### src/hdl/assert_macros.svh
// Assertion helpers shared by the RTL.
`ifndef ASSERT_MACROS_SVH
`define ASSERT_MACROS_SVH

// Property that must hold at every clock edge outside reset.
`define ASSERT_ALWAYS(lbl, clk, rst_n, prop, msg) \
	lbl: assert property (@(posedge clk) disable iff (!rst_n) (prop)) else $error(msg);

// Consequent must hold in the cycle after the antecedent.
`define ASSERT_NEXT(lbl, clk, rst_n, ante, cons, msg) \
	lbl: assert property (@(posedge clk) disable iff (!rst_n) (ante) |=> (cons)) \
		else $error(msg);

`endif

### src/hdl/i2cbm_pkg.sv
package i2cbm_pkg;

	// operation codes
	localparam logic [2:0] OP_TICK     = 3'd0;
	localparam logic [2:0] OP_START    = 3'd1;
	localparam logic [2:0] OP_STOP     = 3'd2;
	localparam logic [2:0] OP_WRITE    = 3'd3;
	localparam logic [2:0] OP_READ     = 3'd4;
	localparam logic [2:0] OP_ACK      = 3'd5;
	localparam logic [2:0] OP_NACK     = 3'd6;
	localparam logic [2:0] OP_WAIT_ACK = 3'd7;

	// idle shares the tick code
	localparam logic [2:0] CMD_IDLE = 3'd0;

	localparam int APB_ADDR_W = 3;
	localparam int APB_DATA_W = 32;
	localparam logic REG_ACK_TIMEOUT = 1'b0;  // word index of ack_timeout
	localparam logic [7:0] ACK_TIMEOUT_RST = 8'd250;

	localparam logic [3:0] BITS_PER_BYTE = 4'd8;

	typedef struct packed {
		logic       is_tick;
		logic [2:0] op;
		logic [7:0] data;
		logic       sda;
	} item_t;

endpackage

### src/hdl/i2cbm_if.sv
interface i2cbm_cmd_if;
	logic       valid;
	logic       ready;
	logic [2:0] operation;
	logic [7:0] write_data;
	logic       sda_in;

	modport source (output valid, operation, write_data, sda_in, input ready);
	modport sink (input valid, operation, write_data, sda_in, output ready);
endinterface

interface i2cbm_res_if;
	logic       valid;
	logic       ready;
	logic       scl_level;
	logic       sda_level;
	logic       busy_res;
	logic       done_res;
	logic [7:0] read_data;
	logic       ack_error;

	modport source (output valid, scl_level, sda_level, busy_res, done_res, read_data,
		ack_error, input ready);
	modport sink (input valid, scl_level, sda_level, busy_res, done_res, read_data,
		ack_error, output ready);
endinterface

### src/hdl/i2cbm_front.sv
`include "assert_macros.svh"

module i2cbm_front #(
	parameter int DEPTH = 4
) (
	input  logic               clk,
	input  logic               arst_n,
	i2cbm_cmd_if.sink          cmd,
	output i2cbm_pkg::item_t   item,
	output logic               item_valid,
	input  logic               pop
);
	localparam int PTR_W = (DEPTH > 1) ? $clog2(DEPTH) : 1;
	localparam int CNT_W = $clog2(DEPTH + 1);
	localparam logic [CNT_W-1:0] DEPTH_C = CNT_W'(DEPTH);
	localparam logic [PTR_W-1:0] LAST_C = PTR_W'(DEPTH - 1);

	i2cbm_pkg::item_t        queue_q [DEPTH];
	logic [PTR_W-1:0]        wr_ptr_q;
	logic [PTR_W-1:0]        rd_ptr_q;
	logic [CNT_W-1:0]        count_q;
	logic                    push;
	i2cbm_pkg::item_t        classified;

	assign cmd.ready = (count_q != DEPTH_C);
	assign push = cmd.valid && cmd.ready;

	always_comb begin
		classified.is_tick = (cmd.operation == i2cbm_pkg::OP_TICK);
		classified.op      = cmd.operation;
		classified.data    = cmd.write_data;
		classified.sda     = cmd.sda_in;
	end

	always_ff @(posedge clk) begin
		if (push) begin
			queue_q[wr_ptr_q] <= classified;
		end
	end

	always_ff @(posedge clk or negedge arst_n) begin
		if (!arst_n) begin
			wr_ptr_q <= '0;
			rd_ptr_q <= '0;
			count_q  <= '0;
		end else begin
			if (push) begin
				wr_ptr_q <= (wr_ptr_q == LAST_C) ? '0 : PTR_W'(wr_ptr_q + 1'b1);
			end
			if (pop) begin
				rd_ptr_q <= (rd_ptr_q == LAST_C) ? '0 : PTR_W'(rd_ptr_q + 1'b1);
			end
			case ({push, pop})
				2'b10:   count_q <= CNT_W'(count_q + 1'b1);
				2'b01:   count_q <= CNT_W'(count_q - 1'b1);
				default: count_q <= count_q;
			endcase
		end
	end

	assign item_valid = (count_q != '0);
	assign item = queue_q[rd_ptr_q];

	`ASSERT_ALWAYS(a_count_bound, clk, arst_n, count_q <= DEPTH_C, "queue count over depth")
	`ASSERT_NEXT(a_pop_nonempty, clk, arst_n, pop, $past(count_q) != '0, "pop from empty queue")
	`ASSERT_NEXT(a_count_inc, clk, arst_n, push && !pop, count_q == CNT_W'($past(count_q) + 1'b1),
		"queue count missed a push")
endmodule

### src/hdl/i2cbm_engine.sv
`include "assert_macros.svh"

module i2cbm_engine (
	input  logic             clk,
	input  logic             arst_n,
	input  logic [7:0]       ack_timeout,
	input  i2cbm_pkg::item_t item,
	input  logic             item_valid,
	output logic             pop,
	i2cbm_res_if.source      res
);
	logic [2:0] cmd_q, n_cmd;
	logic [2:0] phase_q, n_phase;
	logic [3:0] bits_q, n_bits;
	logic [7:0] shift_q, n_shift;
	logic [7:0] wait_q, n_wait;
	logic [7:0] held_q, n_held;
	logic       scl_q, n_scl;
	logic       sda_q, n_sda;
	logic       err_q, n_err;
	logic       done_q, n_done;
	logic       vld_q;
	logic [3:0] bits_inc;
	logic [7:0] shift_in;

	// result lines come straight from the state; it only moves on a pop
	assign pop = item_valid && (!vld_q || res.ready);

	assign bits_inc = 4'(bits_q + 4'd1);
	assign shift_in = {shift_q[6:0], item.sda};

	always_comb begin
		n_cmd   = cmd_q;
		n_phase = phase_q;
		n_bits  = bits_q;
		n_shift = shift_q;
		n_wait  = wait_q;
		n_held  = held_q;
		n_scl   = scl_q;
		n_sda   = sda_q;
		n_err   = err_q;
		n_done  = 1'b0;
		if (!item.is_tick) begin
			if (cmd_q == i2cbm_pkg::CMD_IDLE) begin
				n_cmd   = item.op;
				n_phase = 3'd0;
				n_err   = 1'b0;
				case (item.op)
					i2cbm_pkg::OP_START, i2cbm_pkg::OP_STOP: begin
						n_sda = 1'b0;
					end
					i2cbm_pkg::OP_WRITE: begin
						n_shift = item.data;
						n_bits  = 4'd0;
						n_sda   = item.data[7];
					end
					i2cbm_pkg::OP_READ: begin
						n_shift = 8'd0;
						n_bits  = 4'd0;
						n_scl   = 1'b0;
						n_sda   = 1'b1;
					end
					i2cbm_pkg::OP_ACK: begin
						n_scl = 1'b0;
						n_sda = 1'b0;
					end
					i2cbm_pkg::OP_NACK: begin
						n_scl = 1'b0;
						n_sda = 1'b1;
					end
					default: begin
						n_wait = 8'd0;
						n_sda  = 1'b1;
					end
				endcase
			end
		end else if (cmd_q != i2cbm_pkg::CMD_IDLE) begin
			case (cmd_q)
				i2cbm_pkg::OP_START: begin
					n_phase = 3'(phase_q + 3'd1);
					case (phase_q)
						3'd0:    n_scl = 1'b1;
						3'd1:    n_sda = 1'b1;
						3'd2:    n_sda = 1'b0;
						3'd3:    n_scl = 1'b0;
						default: n_done = 1'b1;
					endcase
				end
				i2cbm_pkg::OP_STOP: begin
					n_phase = 3'(phase_q + 3'd1);
					case (phase_q)
						3'd0:    n_scl = 1'b1;
						3'd1:    n_sda = 1'b1;
						default: n_done = 1'b1;
					endcase
				end
				i2cbm_pkg::OP_WRITE: begin
					case (phase_q)
						3'd0: begin
							n_scl   = 1'b1;
							n_phase = 3'd1;
						end
						3'd1: begin
							n_scl  = 1'b0;
							n_bits = bits_inc;
							if (bits_inc < i2cbm_pkg::BITS_PER_BYTE) begin
								n_shift = {shift_q[6:0], 1'b0};
								n_sda   = shift_q[6];
								n_phase = 3'd0;
							end else begin
								// acknowledge clock with SDA released, not sampled
								n_sda   = 1'b1;
								n_phase = 3'd2;
							end
						end
						3'd2: begin
							n_scl   = 1'b1;
							n_phase = 3'd3;
						end
						default: begin
							n_scl  = 1'b0;
							n_done = 1'b1;
						end
					endcase
				end
				i2cbm_pkg::OP_READ: begin
					case (phase_q)
						3'd0: begin
							n_scl   = 1'b1;
							n_phase = 3'd1;
						end
						3'd1: begin
							n_shift = shift_in;
							n_bits  = bits_inc;
							n_scl   = 1'b0;
							if (bits_inc < i2cbm_pkg::BITS_PER_BYTE) begin
								n_phase = 3'd0;
							end else begin
								n_sda   = 1'b0;
								n_phase = 3'd2;
							end
						end
						3'd2: begin
							n_scl   = 1'b1;
							n_phase = 3'd3;
						end
						3'd3: begin
							n_scl   = 1'b0;
							n_phase = 3'd4;
						end
						default: begin
							n_sda  = 1'b1;
							n_held = shift_q;
							n_done = 1'b1;
						end
					endcase
				end
				i2cbm_pkg::OP_ACK: begin
					n_phase = 3'(phase_q + 3'd1);
					case (phase_q)
						3'd0: n_scl = 1'b1;
						3'd1: n_scl = 1'b0;
						default: begin
							n_sda  = 1'b1;
							n_done = 1'b1;
						end
					endcase
				end
				i2cbm_pkg::OP_NACK: begin
					n_phase = 3'(phase_q + 3'd1);
					if (phase_q == 3'd0) begin
						n_scl = 1'b1;
					end else begin
						n_scl  = 1'b0;
						n_done = 1'b1;
					end
				end
				default: begin
					if (phase_q == 3'd0) begin
						n_scl   = 1'b1;
						n_phase = 3'd1;
					end else if (!item.sda) begin
						n_scl  = 1'b0;
						n_done = 1'b1;
					end else if (wait_q >= ack_timeout) begin
						// timed out: fall into a stop with SCL still high
						n_err   = 1'b1;
						n_cmd   = i2cbm_pkg::OP_STOP;
						n_phase = 3'd0;
						n_sda   = 1'b0;
					end else begin
						n_wait = 8'(wait_q + 8'd1);
					end
				end
			endcase
			if (n_done) begin
				n_cmd   = i2cbm_pkg::CMD_IDLE;
				n_phase = 3'd0;
			end
		end
	end

	always_ff @(posedge clk or negedge arst_n) begin
		if (!arst_n) begin
			cmd_q   <= i2cbm_pkg::CMD_IDLE;
			phase_q <= 3'd0;
			bits_q  <= 4'd0;
			shift_q <= 8'd0;
			wait_q  <= 8'd0;
			held_q  <= 8'd0;
			scl_q   <= 1'b1;
			sda_q   <= 1'b1;
			err_q   <= 1'b0;
			done_q  <= 1'b0;
			vld_q   <= 1'b0;
		end else begin
			if (pop) begin
				cmd_q   <= n_cmd;
				phase_q <= n_phase;
				bits_q  <= n_bits;
				shift_q <= n_shift;
				wait_q  <= n_wait;
				held_q  <= n_held;
				scl_q   <= n_scl;
				sda_q   <= n_sda;
				err_q   <= n_err;
				done_q  <= n_done;
				vld_q   <= 1'b1;
			end else if (res.ready) begin
				vld_q <= 1'b0;
			end
		end
	end

	assign res.valid     = vld_q;
	assign res.scl_level = scl_q;
	assign res.sda_level = sda_q;
	assign res.busy_res  = (cmd_q != i2cbm_pkg::CMD_IDLE);
	assign res.done_res  = done_q;
	assign res.read_data = held_q;
	assign res.ack_error = err_q;

	`ASSERT_ALWAYS(a_idle_phase, clk, arst_n, cmd_q != i2cbm_pkg::CMD_IDLE || phase_q == 3'd0,
		"idle engine with nonzero phase")
	`ASSERT_ALWAYS(a_err_cmd, clk, arst_n,
		!err_q || cmd_q == i2cbm_pkg::OP_STOP || cmd_q == i2cbm_pkg::CMD_IDLE,
		"ack error outside stop or idle")
	`ASSERT_ALWAYS(a_done_idle, clk, arst_n, !done_q || cmd_q == i2cbm_pkg::CMD_IDLE,
		"done reported while still busy")
endmodule

### src/hdl/i2c_bit_level_master_core.sv
// Bit-level I2C master. Each transaction on cmd is a command (start, stop, write byte,
// read byte, ack, nack, wait-for-ack) or a tick that steps the current command; every
// transaction yields exactly one result transaction on res with the line levels, busy,
// done, the last read byte and the ack error flag. Throughput is one transaction per
// clock while res is taken: the command queue feeds an engine that takes one item per
// step; a held result stalls the engine, and cmd too once the queue is full. Results
// come from the engine state registers, after the command queue. ack_timeout sits at
// APB byte address 0 and should only be written while the engine is idle.
module i2c_bit_level_master_core #(
	parameter int QUEUE_DEPTH = 4
) (
	input  logic                                 clk,
	input  logic                                 arst_n,
	input  logic                                 psel,
	input  logic                                 penable,
	input  logic                                 pwrite,
	input  logic [i2cbm_pkg::APB_ADDR_W-1:0]     paddr,
	input  logic [i2cbm_pkg::APB_DATA_W-1:0]     pwdata,
	output logic [i2cbm_pkg::APB_DATA_W-1:0]     prdata,
	output logic                                 pready,
	i2cbm_cmd_if.sink                            cmd,
	i2cbm_res_if.source                          res
);
	logic [7:0]       ack_timeout_q;
	i2cbm_pkg::item_t item;
	logic             item_valid;
	logic             pop;
	logic             reg_hit;

	assign pready  = 1'b1;
	assign reg_hit = (paddr[2] == i2cbm_pkg::REG_ACK_TIMEOUT);
	assign prdata  = reg_hit ? {{(i2cbm_pkg::APB_DATA_W - 8){1'b0}}, ack_timeout_q} : '0;

	always_ff @(posedge clk or negedge arst_n) begin
		if (!arst_n) begin
			ack_timeout_q <= i2cbm_pkg::ACK_TIMEOUT_RST;
		end else if (psel && penable && pwrite && reg_hit) begin
			ack_timeout_q <= pwdata[7:0];
		end
	end

	i2cbm_front #(
		.DEPTH (QUEUE_DEPTH)
	) u_front (
		.clk        (clk),
		.arst_n     (arst_n),
		.cmd        (cmd),
		.item       (item),
		.item_valid (item_valid),
		.pop        (pop)
	);

	i2cbm_engine u_engine (
		.clk         (clk),
		.arst_n      (arst_n),
		.ack_timeout (ack_timeout_q),
		.item        (item),
		.item_valid  (item_valid),
		.pop         (pop),
		.res         (res)
	);
endmodule

### src/flat_wrapper.sv
// flat-port wrapper written by rule: the top's interface ports become plain ports
module i2c_bit_level_master_core_flat 
#(
	parameter int QUEUE_DEPTH = 4
)
  (clk, arst_n, psel, penable, pwrite, paddr, pwdata, prdata, pready, cmd_valid, cmd_operation, cmd_write_data, cmd_sda_in, cmd_ready, res_valid, res_scl_level, res_sda_level, res_busy_res, res_done_res, res_read_data, res_ack_error, res_ready);
  i2cbm_cmd_if cmd_i ();
  i2cbm_res_if res_i ();
  input  logic clk;
  input  logic arst_n;
  input  logic psel;
  input  logic penable;
  input  logic pwrite;
  input  logic [i2cbm_pkg::APB_ADDR_W-1:0] paddr;
  input  logic [i2cbm_pkg::APB_DATA_W-1:0] pwdata;
  output logic [i2cbm_pkg::APB_DATA_W-1:0] prdata;
  output logic pready;
  input wire logic [$bits(cmd_i.valid)-1:0] cmd_valid;
  input wire logic [$bits(cmd_i.operation)-1:0] cmd_operation;
  input wire logic [$bits(cmd_i.write_data)-1:0] cmd_write_data;
  input wire logic [$bits(cmd_i.sda_in)-1:0] cmd_sda_in;
  output wire logic [$bits(cmd_i.ready)-1:0] cmd_ready;
  output wire logic [$bits(res_i.valid)-1:0] res_valid;
  output wire logic [$bits(res_i.scl_level)-1:0] res_scl_level;
  output wire logic [$bits(res_i.sda_level)-1:0] res_sda_level;
  output wire logic [$bits(res_i.busy_res)-1:0] res_busy_res;
  output wire logic [$bits(res_i.done_res)-1:0] res_done_res;
  output wire logic [$bits(res_i.read_data)-1:0] res_read_data;
  output wire logic [$bits(res_i.ack_error)-1:0] res_ack_error;
  input wire logic [$bits(res_i.ready)-1:0] res_ready;
  assign cmd_i.valid = cmd_valid;
  assign cmd_i.operation = cmd_operation;
  assign cmd_i.write_data = cmd_write_data;
  assign cmd_i.sda_in = cmd_sda_in;
  assign cmd_ready = cmd_i.ready;
  assign res_valid = res_i.valid;
  assign res_scl_level = res_i.scl_level;
  assign res_sda_level = res_i.sda_level;
  assign res_busy_res = res_i.busy_res;
  assign res_done_res = res_i.done_res;
  assign res_read_data = res_i.read_data;
  assign res_ack_error = res_i.ack_error;
  assign res_i.ready = res_ready;
  i2c_bit_level_master_core #(.QUEUE_DEPTH(QUEUE_DEPTH)) u_core (.clk(clk), .arst_n(arst_n), .psel(psel), .penable(penable), .pwrite(pwrite), .paddr(paddr), .pwdata(pwdata), .prdata(prdata), .pready(pready), .cmd(cmd_i), .res(res_i));
endmodule
### config.mk
export PLATFORM = sky130hd
export DESIGN_NAME = i2c_bit_level_master_core_flat
export DESIGN_NICKNAME = d
export VERILOG_FILES = /design/src/hdl/i2cbm_pkg.sv /design/src/hdl/i2cbm_if.sv /design/src/hdl/i2cbm_front.sv /design/src/hdl/i2cbm_engine.sv /design/src/hdl/i2c_bit_level_master_core.sv /design/src/flat_wrapper.sv
export VERILOG_INCLUDE_DIRS = /design/src /design/src/hdl
export SDC_FILE = /design/constraint.sdc
export NUM_CORES = 1
export LEC_CHECK = 0
export ABC_AREA = 0
export BUFFER_PORTS_ARGS = -buffer_cell sky130_fd_sc_hd__buf_2
export CAP_MARGIN = 20
export CORE_ASPECT_RATIO = 2
export CORE_MARGIN = 3
export CORE_UTILIZATION = 56
export DETAILED_ROUTE_END_ITERATION = 10
export PLACE_DENSITY_LB_ADDON = 0.3
export SLEW_MARGIN = 30
export SYNTH_ARGS = -nofsm -noshare
export SYNTH_HDL_FRONTEND = slang
export SYNTH_SLANG_ARGS = --single-unit
### constraint.sdc
create_clock -name clk -period 3.8 [get_ports clk]
set_input_delay 0.76 -clock clk [delete_from_list [all_inputs] [get_ports clk]]
set_output_delay 0.76 -clock clk [all_outputs]
set_load 0.1 [all_outputs]
Yosys cells after proc, flatten, opt, wreduce, memory -nomap -nowiden
Memory sizes are Yosys's and may differ from the RTL's.
Index checks and enable logic that the tools add are counted.
Operators by class
  add/subtract/negate cells: 7
  order comparisons: 2
  eq/ne operators: 55
  mux-type cells: 95
  bitwise operators: 2
  reduce and logical (&&, ||, !) cells: 42
Operators with widths (number)
  8-bit two-way mux: 15
  3-bit two-way mux: 15
  1-bit two-way mux: 41
  8-bit case mux with 2 select lines: 2
  4-bit two-way mux: 6
  7-bit by 2-bit inequality test with 1-bit output (second input constant): 3
  7-bit AND reduction: 3
  3-bit by 2-bit equality test with 1-bit output (second input constant): 6
  3-bit equality test (second input constant): 6
  3-bit by 2-bit inequality test with 1-bit output (second input constant): 6
  3-bit case mux with 3 select lines: 2
  8-bit AND reduction: 2
  3-bit inequality test (second input constant): 5
  2-bit inequality test (second input constant): 7
  2-bit OR reduction: 7
  13-bit AND reduction: 1
  1-bit case mux with 2 select lines: 6
  1-bit case mux with 6 select lines: 2
  3-bit case mux with 4 select lines: 1
  3-bit OR reduction: 4
  6-bit OR reduction: 2
  2-bit nonzero test: 5
  3-bit by 1-bit equality test with 1-bit output (second input constant): 3
  3-bit zero test: 3
  31 further kinds: 50
Storage, ports and cells
  register bits after elaboration: 54
  RAM bits: 52
  output and inout port bits: 48
  logic and storage cells: 219
  memories kept: 1
Memories
  u_core.u_front.queue_q: depth 4, width 13, read ports 1, clocked after Yosys merged registers in 0, wr ports 1, line i2cbm_front.sv:18  | i2cbm_pkg::item_t queue_q [DEPTH];

Depth between registers and ports, before layout
Gate-level depths: netlist of run 1.
  word-level depth: 9
  mapped depth: 12

Modules after synthesis
A second synthesis of run 1 with hierarchy kept.
Second synthesis, totals
  cell total of the unflattened synthesis: 471
  area total of the unflattened synthesis: 5743.0 µm²
By module, submodules not included
  i2cbm_engine: instances 1, cells an instance 315, area an instance 2813.9 µm²
  i2cbm_front: instances 1, cells an instance 104, area an instance 2342.2 µm²
  i2c_bit_level_master_core: instances 1, cells an instance 52, area an instance 586.8 µm²

Worst setup path before layout of run 1
OpenSTA, ideal clock, no wires.
  kind: reg2reg
  start point: reg u_core.u_engine.cmd_q[0]
  end point: reg u_core.u_engine.shift_q[0]
  setup time: 0.125 ns
  arrival time: 2.990 ns
  setup slack: 0.685 ns
  cell stages (with the launch flop): 9
  buffers on the path: 1
  cells stage by stage: dfrtp_1 clkbuf_1 nor3_1 inv_1 ha_1 or3_1 a21o_4 a31oi_4 mux2_4
Between the ends
  elaborated cells on any way between the ends: 14
  those cells by class: eq/ne (7); mux (3); reduce/logical (4)
RTL lines
  start: declaration: line i2cbm_engine.sv:12  | logic [2:0] cmd_q, n_cmd;
  start signal: assignment: line i2cbm_engine.sv:205  | cmd_q <= i2cbm_pkg::CMD_IDLE;
  start signal: assignment: line i2cbm_engine.sv:218  | cmd_q <= n_cmd;
  3-bit nonzero test
  net res_busy_res: line flat_wrapper.sv:26  | output wire logic [$bits(res_i.busy_res)-1:0] res_busy_res;
  2-bit inequality test (no line)
  8-bit AND reduction (no line)
  end signal: assignment: line i2cbm_engine.sv:221  | shift_q <= n_shift;
  end: declaration: line i2cbm_engine.sv:15  | logic [7:0] shift_q, n_shift;
The timed path passes the listed nets, and every way through them passes these cells. The select of a mux whose other input is x is not followed.
A chain may end at the register's enable or synchronous reset.

Final worst setup path of run 1
  start point: reg u_core.u_engine.cmd_q[0]
  end point: reg u_core.u_engine.shift_q[0]
Between the ends
  word-level cells in the longest chain between the ends: 4
  elaborated cells on any way between the ends: 14
  those cells by class: eq/ne (7); mux (3); reduce/logical (4)
RTL lines
  3-bit equality test or 3-bit by 2-bit equality test with 1-bit output (tied branches): line i2cbm_engine.sv:78  | case (cmd_q)
  8-bit case mux with 2 select lines: line i2cbm_engine.sv:78
  8-bit two-way mux: line i2cbm_engine.sv:77  | end else if (cmd_q != i2cbm_pkg::CMD_IDLE) begin
  8-bit two-way mux: line i2cbm_engine.sv:43  | if (!item.is_tick) begin
Parallel ways exist; a longest one is shown, timed or not. The select of a mux whose other input is x is not followed.

==> metrics.csv, run 1 <==
stage;metric;value;unit
yosys;synthFlopType;edfxtp_1;
critical_path;worst_setup_path_end_kind;flip-flop;
die;pin_count;102;
critical_path;path_buf_inv;1;
sta;maxClockFrequency;330;MHz
placed_design;place_inst;648;
placed_design;dp_slack;840;ps
critical_path;startpoint_type;flip-flop;
final_layout;final_area;0.00616;mm^2
final_layout;multiInputGateArea;0.00240;mm^2
critical_path;cp_slowest_cell;dfrtp_1;
die;placementRows;51;
yosys;synth_warnings;0;
power;p_leak;2.66;nW
critical_path;crit_cells;7;
outcome;status;completed;
drt;top_layer;met4;
cts;clockBufferDepth;2;
critical_path;rr_endpoint;u_core.u_engine.shift_q[0];
final_layout;regArea;0.00292;mm^2
cts;postCtsSetupBuffers;0;
grt;groute.usage.overall;22.6;%
placed_design;place_congestion;0.950;
drt;vias;3766;
yosys;synthesis.instances;480;
power;ir_drop;0.586;mV
die;core;0.00976;mm^2
grt;gr-total-overflow;0;
sta;setup_viol;0;
final_layout;fin_nets;605;
cts;ctsHoldBuffers;0;
critical_path;required;4030;ps
sta;timing.final.crit_share;79.8;%
drt;initialDrtViolationCount;382;
drt;wl_met1;4190;um
critical_path;critPathTopFamily;simple AND/OR/NAND/NOR gates;
drt;met2WireLength;6630;um
final_layout;stdcell_count;664;
final_layout;area_delta_synth_final;9.98;%
final_layout;drive_above_1_share;22.7;%
cts;insertion_delay;350;ps
yosys;ys_ff_latch;106;
grt;antenna_found_initial;0;
power;power;5.27;mW
final_layout;fillers;807;
yosys;netlist.area_leader.share;27.9;%
sta;slew_violations;0;
cts;cts.sink_count;106;
sta;layout_setup_ws;767;ps
cts;cts_tree;done;
drt;post_drt_wl_per_cell;17.8;um
drt;routed_wl;11800;um
sta;finClkSkew;11.3;ps
sta;min_period;3030;ps
grt;grt_pass1_vias;3860;
critical_path;worstPathArrival;3270;ps
die;initial_core_util;57.4;%
yosys;syn-mean-instance-area;11.7;um^2
sta;setup_tns;0;ps
drt;firstDrtPassIters;4;
sta;hold_slack;403;ps
min_path;hold_class;input pin to async pin;
placed_design;dpl_cell_area;0.00588;mm^2
yosys;synthDistinctLibCells;66;
critical_path;ff2ff_path_depth;7;
yosys;yosysSeqAreaShare;52.2;%
die;dieArea;0.0113;mm^2
cts;cts_resized;0;
yosys;synth_top_cell_by_area;edfxtp_1;
drt;ant_nets;0;
sta;rsz0062_at_grt;no;
critical_path;path_class;flip-flop to flip-flop;
sta;tightest_slew;694;ps
drt;routed-wl-met3;468;um
power;power_density;855;mW/mm^2
flow_run;drv_cap;0;
placed_design;portBuffers;50;
drt;route.detailed.drc;0;
sta;maxSlewHeadroom;53.3;%
yosys;async_reset_ff_share;50.9;%
cts;cts.clk_slew.worst_paths;70;ps
yosys;netlist_area;0.00560;mm^2
die;die_h;147;um
cts;numCtsBuffers;9;
grt;grt_first_pass_wirelength;19700;um
cts;htreeDepth;3;
grt;grt_max_degree;45;
yosys;synth-edff-count;52;
critical_path;cp_max_fo;20;
critical_path;r2r-start;u_core.u_engine.cmd_q[0];
die;dieWidth;76.7;um
critical_path;r2r_setup_slack;770;ps
final_layout;antennaDiodeCount;0;
placed_design;hpwl;8810;um
sta;hold_viol;0;
yosys;ys_top_cells_by_area;edfxtp_1 (28%), dfrtp_1 (21%), ha_1 (5.1%);
critical_path;crit_path_cell_trace;nor3_1 -> inv_1 -> ha_1 -> or3_1 -> a21o_4 -> a31oi_4 -> mux2_4;
cts;clock_tree.root_cell;clkbuf_16;
final_layout;final_util;63.1;%
critical_path;max_stage_delay;590;ps
drt;vias_per_cell;5.67;
==> kinds of logic (layout without fill, tap and decap cells) <==
| group | count (synthesis) | after routing | share of synthesized area, % |
|---|---|---|---|
| AND/OR/NAND/NOR | 137 | 137 | 12.4 |
| buffers and inverters | 68 | 97 | 6.48 |
| adder cells (fa/ha/maj) | 24 | 24 | 5.49 |
| other | 2 | 25 | 0.134 |
| flip-flops | 106 | 106 | 52.2 |
| XOR/XNOR | 5 | 5 | 0.782 |
| multiplexers | 40 | 40 | 10.8 |
| AO/OA/AOI/OAI | 98 | 98 | 11.7 |
==> cells in the final DEF, fill, tap and decap left out, types with 3 or more instances in the layout <==
cell | synthesis | layout
nor2_1 | 33 | 33
mux2_2 | 17 | 17
nor3_1 | 8 | 8
nand4_1 | 4 | 4
a21o_1 | 5 | 5
xor2_1 | 4 | 4
a22o_1 | 7 | 7
dfrtp_1 | 46 | 46
clkinv_4 | 0 | 3
buf_4 | 25 | 7
clkbuf_16 | 0 | 9
mux4_2 | 11 | 11
a21oi_1 | 19 | 19
o22ai_1 | 3 | 3
dfstp_2 | 8 | 8
or2_2 | 3 | 3
o21ai_0 | 31 | 31
and3_1 | 14 | 14
nand2b_1 | 10 | 10
mux2_4 | 6 | 6
buf_2 | 5 | 49
nor2b_1 | 6 | 6
nand3_1 | 7 | 7
nand2_1 | 35 | 35
inv_1 | 25 | 25
ha_1 | 23 | 23
a22oi_1 | 3 | 3
o31ai_1 | 4 | 4
or3_1 | 4 | 4
edfxtp_1 | 52 | 52
mux2i_1 | 5 | 5
conb_1 | 2 | 25
==> how the worst max path moves through the flow <==
stage / to / startpoint / slack [ps]
2_1_floorplan: u_core.u_engine.shift_q[0] / u_core.u_engine.cmd_q[0] / 690
3_3_place_gp: u_core.u_engine.shift_q[4] / u_core.u_engine.cmd_q[0] / 850
3_5_place_dp: u_core.u_engine.shift_q[0] / u_core.u_engine.cmd_q[0] / 840
4_1_cts: u_core.u_engine.shift_q[0] / u_core.u_engine.cmd_q[0] / 800
5_1_grt: u_core.u_engine.wait_q[7] / u_core.u_engine.cmd_q[0] / 610
6_report: u_core.u_engine.shift_q[0] / u_core.u_engine.cmd_q[0] / 770
==> state kept, by name, summed over array words and instances, names as in the netlist, 3 cells and up <==
| name | cells |
|---|---|
| u_core.ack_timeout_q | 8 |
| u_core.u_engine.bits_q | 4 |
| u_core.u_engine.cmd_q | 3 |
| u_core.u_engine.phase_q | 3 |
| u_core.u_engine.res.read_data | 8 |
| u_core.u_engine.shift_q | 8 |
| u_core.u_engine.wait_q | 8 |
| u_core.u_front.count_q | 3 |
| u_core.u_front.queue_q | 52 |
==> power breakdown <==
part / switching [mW] / total (mW) / internal [mW]
logic: 1.79 / 2.64 / 0.856
registers: 0.224 / 1.75 / 1.53
clock network: 0.420 / 0.873 / 0.453
total: 2.43 / 5.27 / 2.84
==> Yosys cell counts, drive strengths merged, types with 2 or more instances <==
library cell and n:
mux2i 5, xor2 4, dfstp 8, mux2 23
o2bb2ai 2, a21o 6, inv 25, o211ai 2
buf 33, and3 14, nor2b 6, ha 23
mux4 12, or3 4, and2 2, a22o 7
o22ai 3, clkbuf 10, or2 4, a221oi 2
a31oi 3, nand4 4, dfrtp 46, nand2b 10
or4 2, a22oi 3, a21oi 20, nor2 34
edfxtp 52, nand2 35, conb 2, nand3 7
o31ai 4, o21a 2, o21ai 33, nor3 8
o21bai 2
==> per-layer routing <==
| metal | track usage [%] | vias to the layer above |
|---|---|---|
| met1 | 24.3 | 1820 |
| met2 | 41.1 | 120 |
| met4 | 11.6 | 0 |
| met5 | 0 | - |
| li1 | - | 1788 |
| met3 | 4.51 | 38 |
==> layout make-up <==
cell class | count | share of cell area (%)
tap | 132 | 2.68
inverter | 25 | 1.52
clock buffer | 10 | 3.72
multi-input combinational | 329 | 39.0
clock inverter | 6 | 0.812
timing repair buffer | 56 | 4.83
sequential | 106 | 47.4
(Power assumes the default switching activity.)
==> run 2, diff against run 1 <==
- ABC_AREA: 0 -> 1
- CORE_UTILIZATION: 56 -> 51
- clock period: 3.8 -> 2.5 ns (I/O delays scaled with it)
==> metrics.csv, run 2 <==
stage;metric;value;unit
placed_design;place_congestion;0.940;
yosys;netlist_area;0.00579;mm^2
yosys;synth-edff-count;52;
critical_path;rr_endpoint;u_core.u_engine.res.sda_level;
drt;firstDrtPassIters;4;
outcome;status;completed;
cts;postCtsSetupBuffers;0;
die;initial_core_util;52.6;%
cts;cts_tree;done;
critical_path;ff2ff_path_depth;13;
critical_path;max_stage_delay;350;ps
final_layout;fillers;959;
drt;post_drt_wl_per_cell;15.0;um
critical_path;critPathTopFamily;simple AND/OR/NAND/NOR gates;
final_layout;largest_register_ffs;52;
die;die_h;157;um
drt;initialDrtViolationCount;216;
final_layout;final_cell_mix;nand2_1 (155), inv_1 (66), nor2_1 (56);
critical_path;worstPathArrival;2600;ps
sta;tightest_slew;657;ps
cts;clockBufferDepth;2;
die;dieWidth;81.4;um
placed_design;portBuffers;50;
yosys;yosysSeqAreaShare;50.5;%
final_layout;antennaDiodeCount;0;
critical_path;startpoint_type;flip-flop;
power;ir_drop;0.756;mV
sta;rsz0062_at_grt;no;
yosys;async_reset_ff_share;50.9;%
cts;clock_tree.root_cell;clkbuf_16;
yosys;synthFlopType;edfxtp_1;
final_layout;multiInputGateArea;0.00240;mm^2
critical_path;path_class;flip-flop to flip-flop;
critical_path;cp_max_fo;21;
drt;vias;4344;
yosys;synthDistinctLibCells;44;
die;core;0.0110;mm^2
sta;timing.final.crit_share;92.6;%
final_layout;final_common_cell;nand2_1;
cts;ctsHoldBuffers;0;
critical_path;r2r-start;u_core.u_front.rd_ptr_q[1];
final_layout;drive_above_1_share;19.8;%
sta;hold_viol;0;
yosys;syn-mean-instance-area;9.08;um^2
grt;grt_first_pass_wirelength;20400;um
sta;maxSlewHeadroom;56.2;%
die;placementRows;54;
critical_path;required;2790;ps
critical_path;worst_setup_path_end_kind;flip-flop;
sta;setup_viol;0;
grt;groute.usage.overall;20.9;%
grt;gr-total-overflow;0;
yosys;synth_warnings;0;
sta;slew_violations;0;
grt;antenna_found_initial;0;
power;power_density;1310;mW/mm^2
sta;finClkSkew;8.06;ps
cts;numCtsBuffers;9;
cts;cts.sink_count;106;
sta;setup_tns;0;ps
power;p_leak;3.08;nW
drt;route.detailed.drc;0;
critical_path;cp_slowest_cell;dfrtp_1;
cts;cts_resized;0;
sta;min_period;2310;ps
cts;cts.clk_slew.worst_paths;80;ps
critical_path;path_buf_inv;2;
flow_run;drv_cap;0;
grt;grt_max_degree;30;
placed_design;hpwl;9480;um
sta;maxClockFrequency;432;MHz
final_layout;fin_nets;774;
yosys;synthesis.instances;638;
yosys;synth_top_cell_by_area;edfxtp_1;
cts;insertion_delay;350;ps
drt;vias_per_cell;5.17;
drt;routed_wl;12600;um
die;dieArea;0.0128;mm^2
die;pin_count;102;
final_layout;regArea;0.00292;mm^2
critical_path;r2r_setup_slack;190;ps
drt;ant_nets;0;
critical_path;crit_path_frequent_cell;nand2_1;
min_path;hold_class;input pin to async pin;
final_layout;top_register;u_core.u_front.queue_q;
yosys;ys_ff_latch;106;
final_layout;area_delta_synth_final;11.1;%
cts;htreeDepth;3;
critical_path;critPathLaunch;u_core.u_front.rd_ptr_q[1];
critical_path;crit_path_cell_trace;buf_4 -> nand3_1 -> nand2_2 -> inv_2 -> ha_1 -> nand3_1 -> nor3_1 -> nand3_1 -> nor2_1 -> nand2_1 -> nand2_1 -> nand2_1 -> nand2_1;
yosys;synth_commonest_cells;nand2_1 (155), inv_1 (67), nor2_1 (56), edfxtp_1 (52), dfrtp_1 (46);
yosys;ys_top_cells_by_area;edfxtp_1 (27%), dfrtp_1 (20%), nand2_1 (10%);
grt;grt_pass1_vias;4361;
yosys;netlist.area_leader.share;27.0;%
power;power;8.40;mW
yosys;yosysMostFrequentCell;nand2_1;
run 2: metrics by stage:
step           hold WS, ps  utilization, %  std cells  area [um^2]  setup WS (ps)
2_1_floorplan          204               -        661         5880           48.4
3_3_place_gp           464            55.7        825         6140            276
3_5_place_dp           458            55.7        825         6140            244
4_1_cts                180            58.4        841         6430            209
5_1_grt                203            58.4        841         6430           44.7
6_report               174            58.4        841         6430            186
run 2: layout make-up:
cell class	count	area share, %
Tap cell	140	2.72
Sequential cell	106	45.4
Clock inverter	7	1.11
Timing Repair Buffer	65	5.83
Multi-Input combinational cell	443	37.3
Inverter	71	4.14
Clock buffer	9	3.50
run 2: logic make-up (layout without fill, tap and decap cells):
| kind of cell | Yosys count | in the layout | share of synthesized area (%) |
|---|---|---|---|
| AND/OR/NAND/NOR | 289 | 289 | 22.2 |
| multiplexers | 7 | 7 | 1.36 |
| adder cells (fa/ha/maj) | 24 | 24 | 5.31 |
| other | 2 | 25 | 0.130 |
| AO/OA/AOI/OAI | 91 | 91 | 9.63 |
| buffers and inverters | 112 | 152 | 9.72 |
| XOR/XNOR | 7 | 7 | 1.19 |
| flip-flops | 106 | 106 | 50.5 |
run 2: routing by layer:
| layer | GRT usage, % | vias to the layer above | wire, um |
|---|---|---|---|
| met1 | 20.6 | 2034 | 4510 |
| met3 | 2.48 | 27 | 431 |
| li1 | - | 2165 | - |
| met2 | 40.7 | 118 | 7210 |
| met4 | 10.4 | 0 | 446 |
| met5 | 0 | - | 0 |
run 2: how the worst max path moves through the flow:
stage               slack (ps)  depth (start not counted)                             to
global placement           280                         11       u_core.u_engine.cmd_q[1]
finish                     190                         13  u_core.u_engine.res.sda_level
detailed placement         240                         11       u_core.u_engine.cmd_q[1]
global route                40                         11       u_core.u_engine.cmd_q[1]
CTS                        210                         11       u_core.u_engine.cmd_q[1]
floorplan                   50                          2                      prdata[0]
run 2: power by group:
group / internal, mW / total (mW) / switching (mW)
Sequential: 2.29 / 2.55 / 0.259
Clock: 0.706 / 1.39 / 0.686
Combinational: 1.22 / 4.46 / 3.23
Total: 4.23 / 8.40 / 4.18
